--- src/sv/irc_pkg.sv ---
// Shared types and constants for the IPv4 ingress route classifier.
package irc_pkg;

  localparam int QUEUE_DEPTH = 2;
  localparam int QPTR_W      = $clog2(QUEUE_DEPTH);
  localparam int QCNT_W      = $clog2(QUEUE_DEPTH + 1);

  localparam logic [7:0]  PROTO_UDP    = 8'h11;
  localparam logic [15:0] CSUM_GOOD    = 16'hFFFF;
  localparam logic [15:0] HEADER_BYTES = 16'd20;
  localparam logic [31:0] NET_MASK_24  = 32'hFFFF_FF00;
  localparam logic [1:0]  PORT_ONE     = 2'd1;

  localparam int CFG_IDX_W = 1;
  localparam logic [CFG_IDX_W-1:0] CFG_PORT_ONE = 1'b0;
  localparam logic [CFG_IDX_W-1:0] CFG_PORT_TWO = 1'b1;

  typedef enum logic [2:0] {
    V_OWN           = 3'd0,
    V_BAD_CSUM      = 3'd1,
    V_UDP           = 3'd2,
    V_FORWARD       = 3'd3,
    V_NO_ROUTE      = 3'd4,
    V_ENTRY_WRITTEN = 3'd5
  } verdict_t;

  typedef enum logic [2:0] {
    K_OWN,
    K_BAD_CSUM,
    K_UDP,
    K_LOOKUP,
    K_WRITE
  } kind_t;

  typedef struct packed {
    logic        mode;
    logic [1:0]  arrival_port;
    logic [63:0] header_front;
    logic [63:0] header_middle;
    logic [31:0] header_back;
    logic [3:0]  entry_index;
    logic [31:0] entry_network;
    logic [31:0] entry_next_hop;
    logic        entry_valid;
  } in_item_t;

  typedef struct packed {
    verdict_t    verdict;
    logic [31:0] next_hop_address;
    logic [3:0]  matched_index;
    logic [15:0] udp_length;
    logic [31:0] source_address;
    logic [31:0] dest_address;
  } out_item_t;

  typedef struct packed {
    kind_t       kind;
    logic [15:0] udp_length;
    logic [31:0] source_address;
    logic [31:0] dest_address;
    logic [3:0]  entry_index;
    logic [31:0] entry_network;
    logic [31:0] entry_next_hop;
    logic        entry_valid;
  } q_entry_t;

endpackage

--- src/sv/irc_front.sv ---
// Front end: checks own address and header checksum and sorts each word by kind.
module irc_front
  import irc_pkg::*;
(
  input  logic              in_valid,
  output logic              in_stall,
  input  in_item_t          in_data,
  input  logic [31:0]       port_one_addr,
  input  logic [31:0]       port_two_addr,
  input  logic [QCNT_W-1:0] q_count,
  output logic              q_push,
  output q_entry_t          q_entry
);

  logic [19:0] csum_raw;
  logic [16:0] csum_f1;
  logic [16:0] csum_f2;
  logic        csum_ok;
  logic [31:0] own_addr;
  logic [31:0] src_addr;
  logic [15:0] total_len;
  logic [7:0]  proto;

  assign in_stall = (q_count == QCNT_W'(QUEUE_DEPTH));
  assign q_push   = in_valid && !in_stall;

  always_comb begin
    csum_raw = 20'(in_data.header_front[63:48])  + 20'(in_data.header_front[47:32])
             + 20'(in_data.header_front[31:16])  + 20'(in_data.header_front[15:0])
             + 20'(in_data.header_middle[63:48]) + 20'(in_data.header_middle[47:32])
             + 20'(in_data.header_middle[31:16]) + 20'(in_data.header_middle[15:0])
             + 20'(in_data.header_back[31:16])   + 20'(in_data.header_back[15:0]);
    // fold carries back in twice
    csum_f1 = 17'(csum_raw[15:0]) + 17'(csum_raw[19:16]);
    csum_f2 = 17'(csum_f1[15:0]) + 17'(csum_f1[16]);
    csum_ok = (csum_f2 == {1'b0, CSUM_GOOD});
  end

  assign own_addr  = (in_data.arrival_port == PORT_ONE) ? port_one_addr : port_two_addr;
  assign src_addr  = in_data.header_middle[31:0];
  assign total_len = in_data.header_front[47:32];
  assign proto     = in_data.header_middle[55:48];

  always_comb begin
    q_entry.udp_length     = (total_len >= HEADER_BYTES) ? total_len - HEADER_BYTES : 16'd0;
    q_entry.source_address = src_addr;
    q_entry.dest_address   = in_data.header_back;
    q_entry.entry_index    = in_data.entry_index;
    q_entry.entry_network  = in_data.entry_network;
    q_entry.entry_next_hop = in_data.entry_next_hop;
    q_entry.entry_valid    = in_data.entry_valid;
    priority if (in_data.mode) begin
      q_entry.kind = K_WRITE;
    end else if (src_addr == own_addr) begin
      q_entry.kind = K_OWN;
    end else if (!csum_ok) begin
      q_entry.kind = K_BAD_CSUM;
    end else if (proto == PROTO_UDP) begin
      q_entry.kind = K_UDP;
    end else begin
      q_entry.kind = K_LOOKUP;
    end
  end

endmodule

--- src/sv/irc_queue.sv ---
// Short FIFO of classified words between the front end and the back end.
module irc_queue
  import irc_pkg::*;
(
  input  logic              clk,
  input  logic              rst_n,
  input  logic              push,
  input  q_entry_t          push_entry,
  input  logic              pop,
  output logic              q_valid,
  output q_entry_t          q_head,
  output logic [QCNT_W-1:0] q_count
);

  q_entry_t            slot_r [QUEUE_DEPTH];
  logic [QPTR_W-1:0]   wr_ptr_r;
  logic [QPTR_W-1:0]   rd_ptr_r;
  logic [QCNT_W-1:0]   count_r;
  logic [QCNT_W-1:0]   count_nxt;

  assign q_valid = (count_r != '0);
  assign q_head  = slot_r[rd_ptr_r];
  assign q_count = count_r;

  always_comb begin
    count_nxt = count_r;
    unique case ({push, pop})
      2'b10:   count_nxt = count_r + QCNT_W'(1);
      2'b01:   count_nxt = count_r - QCNT_W'(1);
      default: count_nxt = count_r;
    endcase
  end

  always_ff @(posedge clk) begin
    if (!rst_n) begin
      wr_ptr_r <= '0;
      rd_ptr_r <= '0;
      count_r  <= '0;
    end else begin
      if (push) begin
        wr_ptr_r <= wr_ptr_r + QPTR_W'(1);
      end
      if (pop) begin
        rd_ptr_r <= rd_ptr_r + QPTR_W'(1);
      end
      count_r <= count_nxt;
    end
  end

  always_ff @(posedge clk) begin
    if (push) begin
      slot_r[wr_ptr_r] <= push_entry;
    end
  end

endmodule

--- src/sv/irc_back.sv ---
// Back end: route table, lookup and result register.
module irc_back
  import irc_pkg::*;
#(
  parameter int ROUTE_ENTRIES = 16
)
(
  input  logic      clk,
  input  logic      rst_n,
  input  logic      q_valid,
  input  q_entry_t  q_head,
  output logic      q_pop,
  output logic      out_valid,
  input  logic      out_stall,
  output out_item_t out_data
);

  // slot index is four bits wide, so only the first sixteen slots are reachable
  localparam int TBL_N = (ROUTE_ENTRIES < 16) ? ROUTE_ENTRIES : 16;

  logic [31:0]      route_net_r [TBL_N];
  logic [31:0]      route_hop_r [TBL_N];
  logic [TBL_N-1:0] route_use_r;

  logic      out_valid_r;
  out_item_t out_data_r;
  out_item_t out_data_nxt;

  logic        hit;
  logic [3:0]  hit_index;
  logic [31:0] hit_hop;
  logic [31:0] dst_net;
  logic        tbl_write;

  assign q_pop     = q_valid && (!out_valid_r || !out_stall);
  assign tbl_write = q_pop && (q_head.kind == K_WRITE);
  assign dst_net   = q_head.dest_address & NET_MASK_24;

  // lowest matching slot wins
  always_comb begin
    hit       = 1'b0;
    hit_index = '0;
    hit_hop   = '0;
    for (int i = 0; i < TBL_N; i++) begin
      if (!hit && route_use_r[i] && (route_net_r[i] == dst_net)) begin
        hit       = 1'b1;
        hit_index = 4'(i);
        hit_hop   = route_hop_r[i];
      end
    end
  end

  always_comb begin
    out_data_nxt = '0;
    unique case (q_head.kind)
      K_OWN:      out_data_nxt.verdict = V_OWN;
      K_BAD_CSUM: out_data_nxt.verdict = V_BAD_CSUM;
      K_UDP: begin
        out_data_nxt.verdict        = V_UDP;
        out_data_nxt.udp_length     = q_head.udp_length;
        out_data_nxt.source_address = q_head.source_address;
        out_data_nxt.dest_address   = q_head.dest_address;
      end
      K_LOOKUP: begin
        if (hit) begin
          out_data_nxt.verdict          = V_FORWARD;
          out_data_nxt.next_hop_address = (hit_hop != '0) ? hit_hop : q_head.dest_address;
          out_data_nxt.matched_index    = hit_index;
        end else begin
          out_data_nxt.verdict = V_NO_ROUTE;
        end
      end
      K_WRITE:    out_data_nxt.verdict = V_ENTRY_WRITTEN;
      default:    out_data_nxt.verdict = V_NO_ROUTE;
    endcase
  end

  always_ff @(posedge clk) begin
    if (!rst_n) begin
      route_use_r <= '0;
      out_valid_r <= 1'b0;
    end else begin
      for (int i = 0; i < TBL_N; i++) begin
        if (tbl_write && (q_head.entry_index == 4'(i))) begin
          route_use_r[i] <= q_head.entry_valid;
        end
      end
      if (q_pop) begin
        out_valid_r <= 1'b1;
      end else if (!out_stall) begin
        out_valid_r <= 1'b0;
      end
    end
  end

  always_ff @(posedge clk) begin
    for (int i = 0; i < TBL_N; i++) begin
      if (tbl_write && (q_head.entry_index == 4'(i))) begin
        route_net_r[i] <= q_head.entry_network;
        route_hop_r[i] <= q_head.entry_next_hop;
      end
    end
    if (q_pop) begin
      out_data_r <= out_data_nxt;
    end
  end

  assign out_valid = out_valid_r;
  assign out_data  = out_data_r;

endmodule

--- src/sv/ipv4_ingress_route_classifier_unit.sv ---
// IPv4 ingress route classifier: top level with port address registers.
//
// Input channel (in_valid / in_stall / in_data): each word is either a 20-byte
// IPv4 header with its arrival port (mode 0) or a route table write (mode 1).
// Result channel (out_valid / out_stall / out_data): exactly one result word
// per input word, in input order, carrying the verdict and its fields.
// Configuration: cfg_we writes cfg_wdata into the port address picked by
// cfg_index; write only while no word is in flight.
// Words pass through the queue into the result register. One word per cycle
// is sustained while out_stall is low; the checksum adder tree sits
// in the front end before the queue, the parallel table compare in the back end.
// A two-entry queue separates the front and back ends, so the input is still
// taken while a finished result waits for the receiver.
// When out_stall is held, the result register holds, the queue fills, and then
// in_stall rises until the receiver takes the waiting word.
// Reset: port addresses go to zero, every route slot is marked unused, and the
// queue and result register are emptied; no clearing pass is needed.
module ipv4_ingress_route_classifier_unit
  import irc_pkg::*;
#(
  parameter int ROUTE_ENTRIES = 16
)
(
  input  logic                 clk,
  input  logic                 rst_n,
  input  logic                 in_valid,
  output logic                 in_stall,
  input  in_item_t             in_data,
  output logic                 out_valid,
  input  logic                 out_stall,
  output out_item_t            out_data,
  input  logic                 cfg_we,
  input  logic [CFG_IDX_W-1:0] cfg_index,
  input  logic [31:0]          cfg_wdata
);

  logic [31:0]       port_one_addr_r;
  logic [31:0]       port_two_addr_r;
  logic              q_push;
  logic              q_pop;
  logic              q_valid;
  q_entry_t          q_entry;
  q_entry_t          q_head;
  logic [QCNT_W-1:0] q_count;

  always_ff @(posedge clk) begin
    if (!rst_n) begin
      port_one_addr_r <= '0;
      port_two_addr_r <= '0;
    end else if (cfg_we) begin
      unique case (cfg_index)
        CFG_PORT_ONE: port_one_addr_r <= cfg_wdata;
        CFG_PORT_TWO: port_two_addr_r <= cfg_wdata;
        default:      port_two_addr_r <= port_two_addr_r;
      endcase
    end
  end

  irc_front u_front (
    .in_valid      (in_valid),
    .in_stall      (in_stall),
    .in_data       (in_data),
    .port_one_addr (port_one_addr_r),
    .port_two_addr (port_two_addr_r),
    .q_count       (q_count),
    .q_push        (q_push),
    .q_entry       (q_entry)
  );

  irc_queue u_queue (
    .clk        (clk),
    .rst_n      (rst_n),
    .push       (q_push),
    .push_entry (q_entry),
    .pop        (q_pop),
    .q_valid    (q_valid),
    .q_head     (q_head),
    .q_count    (q_count)
  );

  irc_back #(
    .ROUTE_ENTRIES (ROUTE_ENTRIES)
  ) u_back (
    .clk       (clk),
    .rst_n     (rst_n),
    .q_valid   (q_valid),
    .q_head    (q_head),
    .q_pop     (q_pop),
    .out_valid (out_valid),
    .out_stall (out_stall),
    .out_data  (out_data)
  );

  // a pushed word is in the queue on the next cycle
  assert property (@(posedge clk) disable iff (!rst_n) q_push |=> q_valid)
    else $error("pushed word missing from queue");

  // stall only when the queue is full
  assert property (@(posedge clk) disable iff (!rst_n)
    in_stall |-> (q_count == QCNT_W'(QUEUE_DEPTH)))
    else $error("input stalled with room in queue");

  // non-forward results carry no next hop or slot
  assert property (@(posedge clk) disable iff (!rst_n)
    (out_valid && (out_data.verdict != V_FORWARD)) |->
    ((out_data.next_hop_address == '0) && (out_data.matched_index == '0)))
    else $error("next hop set on non-forward result");

  // only udp results carry length and addresses
  assert property (@(posedge clk) disable iff (!rst_n)
    (out_valid && (out_data.verdict != V_UDP)) |->
    ((out_data.udp_length == '0) && (out_data.source_address == '0)
     && (out_data.dest_address == '0)))
    else $error("udp fields set on non-udp result");

endmodule

--- config.mk ---
export PLATFORM = sky130hd
export DESIGN_NAME = ipv4_ingress_route_classifier_unit
export DESIGN_NICKNAME = d
export VERILOG_FILES = /design/src/sv/irc_pkg.sv /design/src/sv/irc_front.sv /design/src/sv/irc_queue.sv /design/src/sv/irc_back.sv /design/src/sv/ipv4_ingress_route_classifier_unit.sv
export SDC_FILE = /design/constraint.sdc
export NUM_CORES = 2
export LEC_CHECK = 0
export BUFFER_PORTS_ARGS = -buffer_cell sky130_fd_sc_hd__buf_4
export CAP_MARGIN = 5
export CORE_ASPECT_RATIO = 0.6
export CORE_MARGIN = 1
export CORE_UTILIZATION = 40
export CTS_BUF_LIST = sky130_fd_sc_hd__clkbuf_4 sky130_fd_sc_hd__clkbuf_8
export CTS_CLUSTER_SIZE = 30
export DETAILED_ROUTE_END_ITERATION = 8
export PLACE_DENSITY = 0.64
export SYNTH_ARGS = -nofsm -noshare
export SYNTH_HDL_FRONTEND = slang
export SYNTH_HIERARCHICAL = 1
export SYNTH_SLANG_ARGS = --single-unit
--- constraint.sdc ---
create_clock -name clk -period 18.6 [get_ports clk]
set_input_delay 0.93 -clock clk [delete_from_list [all_inputs] [get_ports clk]]
set_output_delay 0.93 -clock clk [all_outputs]
set_load 0.1 [all_outputs]
======== Word-level counts from Yosys, hierarchy flattened ========
Memories as Yosys holds them, arrays and structs flattened. A register that Yosys moved wholly into a read port is not among the register bits.
Index checks and enable logic that the tools add are counted.
cells by class
  add/subtract/negate cells ............... 16
  order comparisons ....................... 1
  eq/ne operators ......................... 43
  muxes and demuxes ....................... 185
  bitwise gates (word level) .............. 1
  reduce and logical (&&, ||, !) cells .... 107
operator list
  kind                                                                     number
  32-bit two-way mux                                                       48
  32-bit OR reduction                                                      30
  32-bit == test                                                           17
  20-bit by 16-bit adder with 20-bit output                                8
  4-bit two-way mux                                                        38
  1-bit two-way mux                                                        86
  1-bit logical AND                                                        50
  4-bit == test (second input constant)                                    8
  32-bit nonzero test                                                      1
  3-bit two-way mux                                                        8
  1-bit zero test                                                          18
  16-bit by 1-bit adder with 17-bit output                                 1
  16-bit by 16-bit adder with 17-bit output                                1
  16-bit by 4-bit adder with 17-bit output                                 1
  17-bit by 16-bit == test with 1-bit output (second input constant)       1
  4-bit by 3-bit == test with 1-bit output (second input constant)         4
  16-bit by 5-bit >= comparator with 1-bit output (second input constant)  1
  16-bit two-way mux                                                       1
  16-bit by 5-bit subtractor with 16-bit output (second input constant)    1
  3-bit one-hot mux with 5 select lines                                    1
  4-bit by 2-bit == test with 1-bit output (second input constant)         2
  8-bit by 5-bit == test with 1-bit output (second input constant)         1
  3-bit by 2-bit == test with 1-bit output (second input constant)         2
  2-bit AND reduction                                                      3
  other kinds (16)                                                         21
storage, ports and cells
  flip-flop bits (word level) ............. 204
  memory bits (writable) .................. 1328
  bits of input ports ..................... 270
  output and inout port bits .............. 121
  memories ................................ 3
memories
  name                words  width  read ports  clocked after memory_dff  wr ports  line             text
  u_back.route_hop_r  16     32     16          0                         1         irc_back.sv:22   logic [31:0] route_hop_r [TBL_N];
  u_back.route_net_r  16     32     16          0                         1         irc_back.sv:21   logic [31:0] route_net_r [TBL_N];
  u_queue.slot_r      2      152    1           1                         1         irc_queue.sv:15  q_entry_t slot_r [QUEUE_DEPTH];

======== Longest topological paths before layout ========
An unclocked memory read counts as a cell.
  depth in word-level cells ............... 66
  depth in mapped cells ................... 35
  mapped depth without buffers ............ 34

======== Modules after synthesis ========
Netlist, hierarchy kept.
modules (own cells, without submodules)
  module                              instances  cells each  area each (um^2)  sequential area each (um^2)
  irc_back                            1          2957        46432.0           34663.2
  irc_queue                           1          494         11498.5           9228.9
  irc_front                           1          774         6841.6            0.0
  ipv4_ingress_route_classifier_unit  1          245         2438.6            1281.2

======== Worst setup path before layout ========
Ideal clock, no wire load.
  path type ............................... input to register
  start point ............................. input out_stall
  end point ............................... register u_back.route_use_r[0]
  library setup time ...................... 0.122 ns
  arrival time ............................ 16.128 ns
  path slack .............................. 2.351 ns
  stages .................................. 7
  buffers on the path ..................... 1
  cell sequence ........................... a21boi_0 -> nand2_1 -> or3_1 -> clkbuf_1 -> nor3_1 -> mux2i_1 -> nor2b_1
between the ends
  word-level cells in the longest chain between the ends .. 5
RTL lines
  what                           line                                      text
  start, declared                ipv4_ingress_route_classifier_unit.sv:30  input logic out_stall,
  1-bit zero test                irc_back.sv:35                            assign q_pop = q_valid && (!out_valid_r || !out_stall);
  1-bit logical OR               irc_back.sv:35
  1-bit logical AND              irc_back.sv:35
  1-bit logical AND              irc_back.sv:36                            assign tbl_write = q_pop && (q_head.kind == K_WRITE);
  1-bit logical AND              irc_back.sv:84                            if (tbl_write && (q_head.entry_index == 4'(i))) begin
  end signal, assigned by index  irc_back.sv:85                            route_use_r[i] <= q_head.entry_valid;
  end, declared                  irc_back.sv:23                            logic [TBL_N-1:0] route_use_r;
No other way between the ends.
A chain may end at the register's enable or synchronous reset.

==> impl_metrics.ini <==
[logic_synthesis]
synthFlopType = edfxtp_1
synth_cells = 4470
synth_compound_area_share_pct = 6.31
syn-num-nets = 4902
synthSimpleGateAreaFrac_pct = 7.68
synth_top_family_by_area = simple AND/OR/NAND/NOR gates
syn_area_per_cell_um2 = 15.0
synth_edf_count = 1447
synthAdderAreaFrac_pct = 4.42
synth_cell_types = 100
synth_area_um2 = 67200
synth_seq_area_share_pct = 67.2
async_flop_share_pct = 0
muxShareOfSynthArea_pct = 4.59
ys_seq_elements = 1533
yosys_warnings = 6
synth_xor_area_share_pct = 5.77

[place]
numPortBuffers = 390
hpwl_um = 144000
gp_congestion = 0.947
dp_slack_ns = 8.83

[timing]
max_slew.worst_pin.slew_ns = 1.35
rsz0062_at_grt = no
final.period_utilization_pct = 52.6
skew_ns = 0.0766
slew_headroom_pct = 9.25
fin_crit_ns = 9.79
finalHoldViolCount = 0
worst_slack_ns = 8.81
setup_tns_ns = 0
finalSetupViolCount = 0
slew_viol_final = 0
fmax_mhz = 102

[routing]
viasPerCell = 5.71
vias = 41500
routedWlPerCell_um = 29.9
ant_nets = 0
drt_iter0_drc = 5785
drt_wl_total_um = 217000
firstDrtPassIters = 9
post-route-drc-count = 0

[global_route]
grt_pass1_vias = 39800
grt_pass1_wl_um = 301000
grt_util_all_layers_pct = 25.2
grt_max_degree = 87
grt-ovfl-total = 0
grt_antenna_before_repair = 20

[critical_path]
start_kind = flip-flop
worstPathMaxFanout = 47
critPathKind = flip-flop to flip-flop
worst_setup_path_end_kind = flip-flop
crit_arrival_ns = 10.60
crit_required_ns = 19.41

[final_layout]
nets = 5269
layout_common_cells = edfxtp_1 (1447), buf_4 (475), nand2_1 (260)
syn_to_final_growth_pct = 13.5
layout_commonest_cell = edfxtp_1
drive_above_1_share_pct = 21.6

[power]
p_sw_mw = 4.99
p_int_mw = 7.20
power.share.switching_pct = 40.9
power_density_nw_per_um2 = 160
comb_power_share_pct = 41.7
seqPwrFrac_pct = 35.7
p_clk_share_pct = 22.6
p_leak_nw = 26.3
peakVddDrop_uv = 239

[floorplan]
core_area_um2 = 167000
ioPinCount = 391
fp.dieH_um = 320
start_util_pct = 40.3
dieArea_um2 = 170000
die-width_um = 531
rows = 116

[cts]
hold_buffers = 0
cts_buffers = 224
cts_buffer_depth = 3
clk_latency_ns = 1.00
cts_tree = yes
cts_sinks = 1533
cts_setup_buffers = 0
cts_max_level = 4
cts.clk_slew.worst_paths_ns = 0.07
cts_resized = 0
root_buffer = clkbuf_8

[outcome]
status = finished clean

[worst_hold_path]
hp-class = input port to flip-flop

[run]
maxCapViolCount = 0
[per-stage QoR]
step | area, um2 | hold WS [ns] | utilization (%) | power [mW] | std cells
finish | 76300 | 0.125 | 45.7 | 12.2 | 7277
global route | 76300 | 0.0822 | 45.7 | 12.8 | 7269
CTS | 76300 | 0.0316 | 45.7 | 12.2 | 7266
detailed placement | 71800 | 0.447 | 43.0 | 9.42 | 6852
global placement | 71800 | 0.442 | 43.0 | 9.39 | 6852
floorplan | 67200 | 0.434 | - | 8.07 | 4470
[layout make-up]
cell class	instances	area, um2
fill	14600	90500
sequential	1533	45200
multi-input combinational	2428	19600
clock buffer	317	3820
timing repair buffer	476	3570
tap	2242	2810
clock inverter	97	653
inverter	174	653
antenna	10	25.0
[synthesized netlist by cell type (20+ instances only)]
| cell type | instances | area share [%] |
|---|---|---|
| a221oi_1 | 33 | 0.43 |
| edfxtp_1 | 1447 | 65 |
| mux2_2 | 74 | 1.2 |
| mux2_4 | 80 | 1.8 |
| nor2_1 | 174 | 0.97 |
| xor2_1 | 199 | 2.6 |
| o22ai_1 | 21 | 0.20 |
| mux2i_1 | 105 | 1.6 |
| nand2_1 | 260 | 1.5 |
| fa_1 | 126 | 3.8 |
| a21o_1 | 22 | 0.25 |
| a21oi_1 | 89 | 0.66 |
| buf_2 | 62 | 0.46 |
| and2_1 | 102 | 0.95 |
| inv_1 | 174 | 0.97 |
| clkbuf_1 | 89 | 0.50 |
| o21ai_0 | 95 | 0.71 |
| nor4_1 | 93 | 0.87 |
| xnor2_1 | 239 | 3.1 |
| o221ai_1 | 31 | 0.40 |
| a211oi_1 | 26 | 0.29 |
| o211ai_1 | 22 | 0.25 |
| buf_4 | 153 | 1.7 |
| nor2b_1 | 20 | 0.19 |
| nand4_1 | 91 | 0.85 |
| nand3_1 | 64 | 0.48 |
| a22o_1 | 24 | 0.31 |
| ha_1 | 36 | 0.67 |
| nor3_1 | 55 | 0.41 |
| dfxtp_1 | 86 | 2.6 |
[power by group through the flow]
stage          clock [mW]  combinational [mW]  sequential, mW
2_1_floorplan           0                2.80            5.27
3_3_place_gp            0                4.97            4.41
3_5_place_dp            0                4.99            4.42
4_1_cts              2.80                5.02            4.35
5_1_grt              2.95                5.44            4.36
6_report             2.75                5.09            4.34
[cell families (layout without fill, tap and decap cells)]
| kind of cell | Yosys count | after routing |
|---|---|---|
| simple gates | 991 | 991 |
| flops | 1533 | 1533 |
| other cells | 0 | 10 |
| fa+ha+maj | 162 | 162 |
| compound gates | 576 | 576 |
| xor+xnor | 440 | 440 |
| buf+inv | 509 | 1064 |
| mux | 259 | 259 |
[worst paths after layout]
| check | from | end | slack [ns] | cells after the start |
|---|---|---|---|---|
| max | flip-flop | u_back/out_data[94] | 8.81 | 16 |
| min reg2reg | port_one_addr_r[0] | port_one_addr_r[0] | 0.46 | 2 |
| min | in_data[52] | u_queue/slot_r[0][52] | 0.13 | 1 |
| max reg2reg | flip-flop | u_back/out_data[94] | 8.81 | 16 |
[worst max-delay path: stages (launching register included)]
cell       delay [ns]
dfxtp_4          0.73
buf_4            0.61
buf_4            0.84
mux2_4           0.68
xor2_1           0.14
nor4_1           0.52
and4_1           0.66
nand2_1          0.46
nand4_1          0.90
o2111ai_1        0.57
a221oi_1         1.15
o221ai_1         0.31
nor3_1           0.37
nand4_1          0.21
nor4_4           0.77
buf_4            0.39
a22o_1           0.18
[metal layers]
metal  track usage, %  vias up  wire (um)
met3             10.8      299      32600
met2             33.1     2683      85700
met5                0        -         50
li1                 -    17400          -
met4             5.64        6       3860
met1             37.8    21200      95100
[registers in the layout (all words and copies together), names as in the netlist, named ones only]
| name | flops |
|---|---|
| u_back/route_hop_r | 512 |
| u_back/route_net_r | 512 |
| u_queue/slot_r | 304 |
| u_back/out_data | 119 |
| port_one_addr_r | 32 |
| port_two_addr_r | 32 |
| u_back/route_use_r | 16 |
| u_queue/q_count | 2 |
| u_back/out_valid | 1 |
| u_queue/rd_ptr_r | 1 |
| u_queue/wr_ptr_r | 1 |
Power figures use the tool's default switching activity.
